--- src/gnd_pkg.sv ---
// Shared types and sizes for the grid niche density objective block.
// Has no dependencies; the top level and gnd_div refer to it by scoped names.
package gnd_pkg;

	localparam int MaxPopulation = 64;
	localparam int MaxDimensions = 16;
	localparam int StoreDepth    = MaxPopulation * MaxDimensions;
	localparam int DistDepth     = MaxPopulation * MaxPopulation;
	localparam int DivNumW       = 42;
	localparam int DivDenW       = 33;
	localparam int DivCntW       = 6;

	localparam logic [1:0] CfgNum = 2'd0;
	localparam logic [1:0] CfgDim = 2'd1;
	localparam logic [1:0] CfgGen = 2'd2;

	typedef struct packed {
		logic signed [31:0] coordinate;
		logic [15:0]        generation;
		logic               last_coordinate;
	} request_t;

	typedef struct packed {
		logic [5:0]         individual_index;
		logic signed [15:0] density_objective;
		logic               last_result;
	} result_t;

	typedef struct packed {
		logic                 start;
		logic [DivNumW-1:0]   num;
		logic [DivDenW-1:0]   den;
	} div_req_t;

endpackage

--- src/gnd_div.sv ---
// Restoring unsigned divider, one quotient bit per cycle.
// Depends on gnd_pkg for widths and the request struct.
module gnd_div (
	input  logic                          clk,
	input  logic                          arst_n,
	input  gnd_pkg::div_req_t             req,
	output logic                          done,
	output logic [gnd_pkg::DivNumW-1:0]   quotient
);

	logic [gnd_pkg::DivDenW-1:0] rem_q;
	logic [gnd_pkg::DivDenW-1:0] den_q;
	logic [gnd_pkg::DivNumW-1:0] quo_q;
	logic [gnd_pkg::DivCntW-1:0] cnt_q;
	logic                        run_q;
	logic                        done_q;
	logic [gnd_pkg::DivDenW:0]   cand;
	logic                        ge;

	assign cand = {rem_q, quo_q[gnd_pkg::DivNumW-1]};
	assign ge   = cand >= {1'b0, den_q};

	always_ff @(posedge clk or negedge arst_n) begin
		if (!arst_n) begin
			run_q  <= 1'b0;
			done_q <= 1'b0;
			cnt_q  <= '0;
		end else begin
			done_q <= 1'b0;
			if (req.start) begin
				run_q <= 1'b1;
				cnt_q <= '0;
			end else if (run_q) begin
				if (cnt_q == gnd_pkg::DivCntW'(gnd_pkg::DivNumW - 1)) begin
					run_q  <= 1'b0;
					done_q <= 1'b1;
				end
				cnt_q <= cnt_q + 1'b1;
			end
		end
	end

	always_ff @(posedge clk) begin
		if (req.start) begin
			rem_q <= '0;
			den_q <= req.den;
			quo_q <= req.num;
		end else if (run_q) begin
			if (ge) begin
				rem_q <= gnd_pkg::DivDenW'(cand - {1'b0, den_q});
			end else begin
				rem_q <= cand[gnd_pkg::DivDenW-1:0];
			end
			quo_q <= {quo_q[gnd_pkg::DivNumW-2:0], ge};
		end
	end

	assign done     = done_q;
	assign quotient = quo_q;

endmodule
--- config.mk ---
export PLATFORM = sky130hd
export DESIGN_NAME = gnd_div
export DESIGN_NICKNAME = d
export VERILOG_FILES = /design/src/gnd_pkg.sv /design/src/gnd_div.sv
export SDC_FILE = /design/constraint.sdc
export NUM_CORES = 1
export LEC_CHECK = 0
export BUFFER_PORTS_ARGS = -buffer_cell sky130_fd_sc_hd__buf_2
export CORE_MARGIN = 1.5
export CORE_UTILIZATION = 45
export DETAILED_ROUTE_END_ITERATION = 8
export PLACE_DENSITY_LB_ADDON = 0.3
export SYNTH_ARGS = -nofsm -noshare
export SYNTH_HDL_FRONTEND = slang
export SYNTH_SLANG_ARGS = --single-unit
export TNS_END_PERCENT = 50
--- constraint.sdc ---
create_clock -name clk -period 4.2 [get_ports clk]
set_input_delay 0.21 -clock clk [delete_from_list [all_inputs] [get_ports clk]]
set_output_delay 0.21 -clock clk [all_outputs]
set_load 0.05 [all_outputs]
==> PnR_summary.wiki, run 1 <==
{| class="wikitable"
! Metric !! Value
|-
| Status || complete, no violations
|-
| Largest stage delay on the critical path || roughly 420 ps
|-
| GR Util All Layers || about a fifth
|-
| Max VDD drop || slightly below 0.4 mV
|-
| Slowest stage cell on the critical path || sky130_fd_sc_hd__a311oi_1
|-
| Clock Root Buffer || sky130_fd_sc_hd__clkbuf_16
|-
| Part of the power in registers || between 30% and 40%
|-
| Share of the yosys chip area belonging to registers || between 40% and 50%
|-
| Routability congestion estimate || about 0.9
|-
| Cell types with the largest area share after synthesis || sky130_fd_sc_hd__edfxtp_1 35%, sky130_fd_sc_hd__dfxtp_1 10%, sky130_fd_sc_hd__mux2_2 7.7%
|-
| DRC Markers || 0
|-
| Post-synthesis cell type with the largest combined area || sky130_fd_sc_hd__edfxtp_1
|-
| Portion of total power attributed to combinational logic || roughly two fifths
|-
| Number of I/O pins || roughly 120
|-
| Mapped Avg Cell Area || 10.5 um2
|-
| Layout cells sized above 1 || between 20% and 30%
|-
| Dominant cell type by count on the critical path || sky130_fd_sc_hd__inv_1
|-
| Full die area || ~15,000 um2
|-
| Net switching component of the power || approximately 0.0019 W
|-
| DRT Wirelength || roughly 15,000 um
|-
| Count leader, synth || sky130_fd_sc_hd__edfxtp_1
|-
| Final max-slew violation count || 0
|-
| Worst-Skew Late Latency || 420 ps
|-
| Final worst setup slack || 757 ps
|-
| Cell row count || 43
|-
| Sink Count || 116
|-
| Net Sw Frac || roughly 37%
|-
| WP data required || 4480 ps
|-
| Die Y-Extent || around 120 um
|-
| Async set or reset register ratio after synthesis || approximately 7%
|-
| Setup Skew || 10.5 ps
|-
| Setup repair after global routing missed its margin || false
|-
| Setup violation total in the final timing report || 0
|-
| CTS Buf Count || 17
|-
| Starting utilization of the core area || a little under half
|-
| HPWL after detailed placement || approximately 10,000 um
|-
| Top cell type's share of synthesized area || around a third
|-
| Number of global-route vias before repair || roughly 5,100
|-
| Reported leakage power || between 3 and 4 nW
|-
| Iteration-0 DRC count of the detailed router || approximately 380
|-
| Final #Nets || just under 900
|-
| Post-detailed-route wirelength per cell || around 16 um
|-
| Post-route clock period utilization || about four fifths
|-
| Worst setup slack before clock tree synthesis || about 780 ps
|-
| Number of antenna cells inserted || 0
|-
| Maximum clock path buffer count || 2
|-
| Number of nets with antenna violations after detailed routing || 0
|-
| Reg area || approximately 3100 um2
|-
| CTS tree || built
|-
| Final Hold Fails || 0
|-
| Number of synthesized flops with an enable pin || 75
|-
| Total vias in the final route || slightly above 5,000
|-
| Relative slew slack || 41.5%
|-
| First-pass GRT wire length || around 24,000 um
|-
| Critical Path AT || ~3700 ps
|-
| Net count after synthesis || between 700 and 800
|-
| Cells along the critical path || inv_1, ha_1, inv_1, fa_1, a21o_1, a311oi_1, or4b_1, o211a_2, a21oi_4, a21boi_4, buf_4, mux2i_1, a211oi_1
|-
| Die X-Extent || about 120 um
|-
| Post-Synthesis Cells || between 600 and 700
|-
| CP endpoint kind || flip-flop
|-
| Startpoint-to-endpoint class of the critical path || flip-flop to flip-flop
|-
| Number of iterations in the first detailed-routing pass || 4
|-
| Actual transition at the worst max-transition pin || roughly 900 ps
|-
| Count of H-tree levels built during CTS || 4
|-
| Final period demand of the worst path || roughly 3400 ps
|-
| Share of power burned in the clock network || 28.0%
|-
| Combined area of all synthesized cells || 6470 um2
|-
| Global-route congestion overflow total || 0
|-
| Area growth syn-to-layout || 26.2%
|-
| Category of the worst setup path launch point || flip-flop
|-
| Post-Route Setup TNS || 0 ps
|-
| Final Util || between 50% and 60%
|-
| Clock transition at path regs || 60 ps
|-
| Commonest cells in the synthesized netlist || 75 x sky130_fd_sc_hd__edfxtp_1, 60 x sky130_fd_sc_hd__nor2_1, 49 x sky130_fd_sc_hd__a21oi_1
|-
| Initial antenna violation count || 0
|-
| Footprint of the multi-input gates || between 3000 and 4000 um2
|-
| Power density normalized to cell area || between 600 and 700 nW/um2
|-
| P_int || 0.00314 W
|-
| Buffers added on ports || 120
|-
| Min-Delay Path Class || input pin to flip-flop
|-
| Max capacitance violation total || 0
|-
| Worst Path Max Fanout || 16
|-
| Number of fill cells || approximately 1,200
|-
| Largest net degree at the start of global routing || 65
|-
| Detail-routed via count per cell || approximately 5.4
|-
| Most used DFF post-synth || sky130_fd_sc_hd__edfxtp_1
|-
| Number of warnings reported in the yosys synthesis log || 0
|-
| FMAX || 290 MHz
|-
| Number of synthesized register bits || between 100 and 150
|-
| Post-synthesis cell type count || 60
|-
| Core area || between 10,000 and 15,000 um2
|}
layer usage:
| metal | up-vias | routed length, um | track usage, % |
|---|---|---|---|
| met5 | - | 0 | 0 |
| met1 | 2460 | 6640 | 26.3 |
| met2 | 162 | 7070 | 33.7 |
| met3 | 18 | 1050 | 7.52 |
| met4 | 0 | 224 | 8.14 |
| li1 | 2556 | - | - |
cells by family after synthesis:
| family | count (synthesis) | synth area share (%) |
|---|---|---|
| AND/OR/NAND/NOR | 138 | 9.76 |
| flip-flops | 116 | 48.1 |
| buffers and inverters | 74 | 4.54 |
| adder cells (fa/ha/maj) | 36 | 7.07 |
| AO/OA/AOI/OAI | 163 | 16.7 |
| multiplexers | 57 | 9.66 |
| XOR/XNOR | 31 | 4.19 |
what timing repair did:
action                                 in CTS  in global routing
endpoints found under the hold margin      41                  0
gates resized for setup                     0                  0
hold buffers                               34                  0
setup buffers                               0                  0
placed cells by master, fill, tap and decap left out, types with 4 or more instances in the layout:
cell type / count
sky130_fd_sc_hd__mux2_2: 44
sky130_fd_sc_hd__ha_1: 35
sky130_fd_sc_hd__dlygate4sd3_1: 34
sky130_fd_sc_hd__a32oi_1: 5
sky130_fd_sc_hd__a21oi_1: 49
sky130_fd_sc_hd__o21ai_0: 30
sky130_fd_sc_hd__xnor2_1: 16
sky130_fd_sc_hd__nor3_1: 5
sky130_fd_sc_hd__nor2b_1: 7
sky130_fd_sc_hd__clkbuf_1: 4
sky130_fd_sc_hd__buf_4: 7
sky130_fd_sc_hd__o22ai_1: 4
sky130_fd_sc_hd__inv_1: 48
sky130_fd_sc_hd__clkbuf_16: 17
sky130_fd_sc_hd__edfxtp_1: 75
sky130_fd_sc_hd__nand2b_1: 11
sky130_fd_sc_hd__nor2_1: 60
sky130_fd_sc_hd__a211oi_1: 21
sky130_fd_sc_hd__buf_2: 119
sky130_fd_sc_hd__dfrtp_1: 8
sky130_fd_sc_hd__mux2i_1: 13
sky130_fd_sc_hd__dfxtp_1: 33
sky130_fd_sc_hd__nand4_1: 5
sky130_fd_sc_hd__nand2_1: 30
sky130_fd_sc_hd__xor2_1: 15
sky130_fd_sc_hd__nand3_1: 8
sky130_fd_sc_hd__a21o_1: 17
cell type report:
type / instances / share of cell area, %
sequential: 116 / 38.1
timing repair buffer: 161 / 12.3
multi-input combinational: 425 / 37.6
clock inverter: 11 / 1.56
tap: 180 / 2.76
clock buffer: 21 / 5.39
inverter: 48 / 2.21
final timing paths:
path,startpoint,end,slack [ps],cells past startpoint
max,quotient[41]$_DFFE_PP_,rem_q[23]$_SDFFE_PP0P_,760,13
min,req[61],quotient[28]$_DFFE_PP_,90,2
max reg2reg,quotient[41]$_DFFE_PP_,rem_q[23]$_SDFFE_PP0P_,760,13
min reg2reg,rem_q[7]$_SDFFE_PP0P_,rem_q[7]$_SDFFE_PP0P_,490,2
max in group asynchronous,arst_n,cnt_q[0]$_DFFE_PN0P_,3870,2
min in group asynchronous,arst_n,cnt_q[5]$_DFFE_PN0P_,160,2
power groups by stage:
stage	sequential [W]	combinational [W]	clock [W]
after floorplan	0.00174	0.00139	0
after global placement	0.00160	0.00195	0
after detailed placement	0.00160	0.00198	0
after CTS	0.00158	0.00202	0.00143
after global routing	0.00161	0.00224	0.00148
final	0.00158	0.00203	0.00140
per-stage QoR:
stage	area [um2]	power, W	hold slack (ps)	instances
final	8170	0.00502	89.6	962
after floorplan	6470	0.00313	-85.6	615
after detailed placement	7260	0.00358	63.3	896
after global placement	7260	0.00354	59.0	896
after CTS	8170	0.00503	70.8	962
after global routing	8170	0.00532	67.6	962
worst max-delay path: cells and delay by family, from the launching register on:
kind,cells,cell delay [ps]
adder cells (fa/ha/maj),2,560
multiplexers,1,220
buffers and inverters,3,450
AND/OR/NAND/NOR,1,200
AO/OA/AOI/OAI,6,1470
flip-flops,1,400
sequential cells by signal, summed over array words and instances (netlist names):
signal    flops
quotient     42
den_q        33
cnt_q         6
rem_q        33
done          1
run_q         1
No activity file was read; power rests on OpenSTA's default activity.
==> run 2, diff against run 1 <==
- ABC_AREA: unset -> 1
- clock period: 4.2 -> 3.6 ns (I/O delays scaled with it)
==> PnR_summary.wiki, run 2 <==
{| class="wikitable"
! Metric !! Value
|-
| Status || complete, no violations (unchanged)
|-
| Post-detailed-route wirelength per cell || 13.2 um (was 15.6 um)
|-
| Buffers added on ports || 120 (unchanged)
|-
| Max VDD drop || 0.388 mV (was 0.389 mV)
|-
| FMAX || 366 MHz (was 290 MHz)
|-
| Met1 track utilization from global routing || 30.6% (was 26.3%)
|-
| Met2 layer usage reported by global route || 37.0% (was 33.7%)
|-
| Commonest cells in the synthesized netlist || 449 x sky130_fd_sc_hd__nand2_1, 195 x sky130_fd_sc_hd__inv_1, 75 x sky130_fd_sc_hd__edfxtp_1, 75 x sky130_fd_sc_hd__nand3_1, 48 x sky130_fd_sc_hd__nor2_1 (was 75 x sky130_fd_sc_hd__edfxtp_1, 60 x sky130_fd_sc_hd__nor2_1, 49 x sky130_fd_sc_hd__a21oi_1)
|-
| Detail-routed via count per cell || 4.75 (was 5.40)
|-
| Count leader, synth || sky130_fd_sc_hd__nand2_1 (was sky130_fd_sc_hd__edfxtp_1)
|-
| Area growth syn-to-layout || 22.4% (was 26.2%)
|-
| HPWL after detailed placement || 13,900 um (was 10,400 um)
|-
| Post-route clock period utilization || 75.9% (was 82.0%)
|-
| Most used DFF post-synth || sky130_fd_sc_hd__edfxtp_1 (unchanged)
|-
| Worst-Skew Late Latency || 420 ps (about the same)
|-
| CP endpoint kind || flip-flop (unchanged)
|-
| Post-Route Setup TNS || 0 ps (unchanged)
|-
| Layer with the highest usage after global routing || met2 (unchanged)
|-
| Final max-slew violation count || 0 (unchanged)
|-
| Final #Nets || 1,329 (was 883)
|-
| Cell types with the largest area share after synthesis || sky130_fd_sc_hd__edfxtp_1 30%, sky130_fd_sc_hd__nand2_1 23%, sky130_fd_sc_hd__inv_1 9.9% (was sky130_fd_sc_hd__edfxtp_1 35%, sky130_fd_sc_hd__dfxtp_1 10%, sky130_fd_sc_hd__mux2_2 7.7%)
|-
| CTS tree || built (unchanged)
|-
| Relative slew slack || 50.3% (was 41.5%)
|-
| Number of synthesized register bits || 116 (unchanged)
|-
| Largest net degree at the start of global routing || 51 (was 65)
|-
| Commonest cells after routing, fill and taps aside || 449 x sky130_fd_sc_hd__nand2_1, 195 x sky130_fd_sc_hd__inv_1, 120 x sky130_fd_sc_hd__buf_2 (was 119 x sky130_fd_sc_hd__buf_2, 75 x sky130_fd_sc_hd__edfxtp_1, 60 x sky130_fd_sc_hd__nor2_1)
|-
| DRC Markers || 0 (unchanged)
|-
| Leading cell type in the layout, fill and taps excluded || sky130_fd_sc_hd__nand2_1 (was sky130_fd_sc_hd__buf_2)
|-
| First-pass GRT wire length || 31,500 um (was 24,500 um)
|-
| Worst setup slack before clock tree synthesis || 898 ps (was 775 ps)
|-
| Initial antenna violation count || 0 (unchanged)
|-
| Routability congestion estimate || 0.935 (was 0.920)
|-
| Global-route congestion overflow total || 0 (unchanged)
|-
| Number of global-route vias before repair || 6,511 (was 5,127)
|-
| Max capacitance violation total || 0 (unchanged)
|-
| Core area || 16,000 um2 (was 14,000 um2)
|-
| Starting utilization of the core area || 46.4% (was 46.3%)
|-
| PostCTS Resize Cnt || 0 (unchanged)
|-
| Number of antenna cells inserted || 0 (unchanged)
|-
| Die Y-Extent || 131 um (was 123 um)
|-
| Number of nets with antenna violations after detailed routing || 0 (unchanged)
|-
| Clock Root Buffer || sky130_fd_sc_hd__clkbuf_16 (unchanged)
|-
| CTS Buf Count || 17 (unchanged)
|-
| Setup violation total in the final timing report || 0 (unchanged)
|-
| Final period demand of the worst path || 2730 ps (was 3440 ps)
|-
| Full die area || 17,300 um2 (was 15,100 um2)
|-
| GR Util All Layers || 22.8% (was 21.1%)
|-
| Clock transition at path regs || 60 ps (about the same)
|-
| Post-route non-filler standard cell count || 1,444 (was 962)
|-
| Post-Synthesis Cells || 1,059 (was 615)
|-
| Post-synthesis cell type count || 33 (was 60)
|-
| Number of synthesized flops with an enable pin || 75 (unchanged)
|-
| Setup repair after global routing missed its margin || false (unchanged)
|-
| Count of H-tree levels built during CTS || 4 (unchanged)
|-
| Sink Count || 116 (unchanged)
|-
| Cell row count || 46 (was 43)
|-
| Combined area of all synthesized cells || 7430 um2 (was 6470 um2)
|-
| Met3 track demand over resource || 5.09% (was 7.52%)
|-
| Number of iterations in the first detailed-routing pass || 5 (was 4)
|-
| Startpoint-to-endpoint class of the critical path || flip-flop to flip-flop (unchanged)
|-
| Maximum clock path buffer count || 2 (unchanged)
|-
| Async set or reset register ratio after synthesis || 6.90% (unchanged)
|-
| Net count after synthesis || 1,173 (was 729)
|-
| Reported leakage power || 4.92 nW (was 3.65 nW)
|-
| Final Hold Fails || 0 (unchanged)
|-
| Final worst setup slack || 868 ps (was 757 ps)
|-
| Category of the worst setup path launch point || flip-flop (unchanged)
|-
| Number of flip-flops in the largest register || 42 (unchanged)
|-
| Power density normalized to cell area || 728 nW/um2 (was 614 nW/um2)
|-
| Number of fill cells || 1,559 (was 1,225)
|-
| Post-Layout Inst Area || 9090 um2 (was 8170 um2)
|-
| Min-Delay Path Class || input pin to flip-flop (unchanged)
|-
| Layout cells sized above 1 || 13.8% (was 26.6%)
|-
| Die X-Extent || 131 um (was 123 um)
|-
| Worst Path Max Fanout || 36 (was 16)
|-
| Overall power after layout || 0.00662 W (was 0.00502 W)
|-
| Post-place instance area || 8220 um2 (was 7260 um2)
|-
| Reg area || 3110 um2 (unchanged)
|-
| Post CTS Setup Buffer Count || 0 (unchanged)
|-
| Number of cells in the design after placement || 1,378 (was 896)
|-
| Total vias in the final route || 6,861 (was 5,196)
|-
| DRT Wirelength || 19,100 um (was 15,000 um)
|-
| Top cell type's share of synthesized area || 30.3% (was 34.8%)
|-
| Iteration-0 DRC count of the detailed router || 504 (was 383)
|-
| WP data required || 3960 ps (was 4480 ps)
|-
| Mapped Avg Cell Area || 7.01 um2 (was 10.5 um2)
|-
| Actual transition at the worst max-transition pin || 744 ps (was 875 ps)
|-
| Setup Skew || 9.38 ps (was 10.5 ps)
|-
| Number of warnings reported in the yosys synthesis log || 0 (unchanged)
|-
| Share of the yosys chip area belonging to registers || 41.9% (was 48.1%)
|-
| Number of I/O pins || 121 (unchanged)
|-
| Post-synthesis cell type with the largest combined area || sky130_fd_sc_hd__edfxtp_1 (unchanged)
|-
| Footprint of the multi-input gates || 3450 um2 (was 3080 um2)
|-
| CTS hold repair buffers || 34 (unchanged)
|-
| Critical Path AT || 3090 ps (was 3720 ps)
|}
run 2: changes by cell type in the layout (fill, tap and decap cells not counted), moves of 20 or more:
cell                       change
sky130_fd_sc_hd__nand3b_1     +20
sky130_fd_sc_hd__a211oi_1     -21
sky130_fd_sc_hd__a21oi_1      -28
sky130_fd_sc_hd__mux2_2       -44
sky130_fd_sc_hd__o21ai_0      -23
sky130_fd_sc_hd__nand2_1     +419
sky130_fd_sc_hd__nand3_1      +67
sky130_fd_sc_hd__inv_1       +147
run 2: cell families (layout without fill, tap and decap cells):
group,after synthesis,in the layout,synth area share [%]
DFF,116,116,41.9
and+or+nand+nor,626,626,35.2
AOI/OAI and AO/OA,46,46,3.20
buffers and inverters,220,389,11.7
adders and majority gates,36,36,6.16
xor gates and xnor gates,15,15,1.77
run 2: per-stage QoR:
step,utilization [%],hold WS [ps]
after floorplan,-,-116
after global placement,51.3,33.0
after detailed placement,51.3,34.3
after CTS,56.8,5.12
after global routing,56.8,29.8
final,56.8,24.2
run 2: area by class of cell:
class	instances	area share [%]
Clock buffer	23	4.93
Multi-Input combinational cell	723	37.9
Tap cell	216	2.97
Timing Repair Buffer	160	10.8
Sequential cell	116	34.3
Clock inverter	9	0.936
Inverter	197	8.14
run 2: worst paths after layout:
kind                                        startpoint                endpoint  slack [ps]  cells past startpoint
min in group asynchronous                       arst_n         run_q$_DFF_PN0_         130                      2
worst min-delay path                           req[69]  quotient[36]$_DFFE_PP_          20                      3
worst min register to register  rem_q[26]$_SDFFE_PP0P_  rem_q[26]$_SDFFE_PP0P_         470                      2
max in group asynchronous                       arst_n    cnt_q[0]$_DFFE_PN0P_        3290                      2
worst max register to register  quotient[41]$_DFFE_PP_  rem_q[27]$_SDFFE_PP0P_         870                     13
worst max-delay path            quotient[41]$_DFFE_PP_  rem_q[27]$_SDFFE_PP0P_         870                     13
run 2: report_power, final:
| group | leakage [nW] | internal [W] | total [W] | switching, W |
|---|---|---|---|---|
| clock network | 0.251 | 0.000945 | 0.00155 | 0.000610 |
| registers | 1.16 | 0.00170 | 0.00187 | 0.000170 |
| logic | 3.51 | 0.00112 | 0.00320 | 0.00208 |
| total | 4.92 | 0.00376 | 0.00662 | 0.00286 |
run 2: layer usage:
metal / wire [um] / vias up
met5: 0 / -
li1: - / 3576
met3: 1270 / 26
met1: 8870 / 3035
met2: 8660 / 224
met4: 289 / 0
run 2: worst max-delay path, stage by stage, from the launching register on:
cell	delay [ps]
sky130_fd_sc_hd__edfxtp_1	380
sky130_fd_sc_hd__inv_1	80
sky130_fd_sc_hd__ha_1	150
sky130_fd_sc_hd__inv_1	90
sky130_fd_sc_hd__fa_1	440
sky130_fd_sc_hd__nand3_1	140
sky130_fd_sc_hd__nand3_2	150
sky130_fd_sc_hd__nand2_2	110
sky130_fd_sc_hd__nand2_2	70
sky130_fd_sc_hd__nand2_4	350
sky130_fd_sc_hd__nand2_4	330
sky130_fd_sc_hd__nand2_1	180
sky130_fd_sc_hd__nand3_1	80
sky130_fd_sc_hd__nand2_1	80
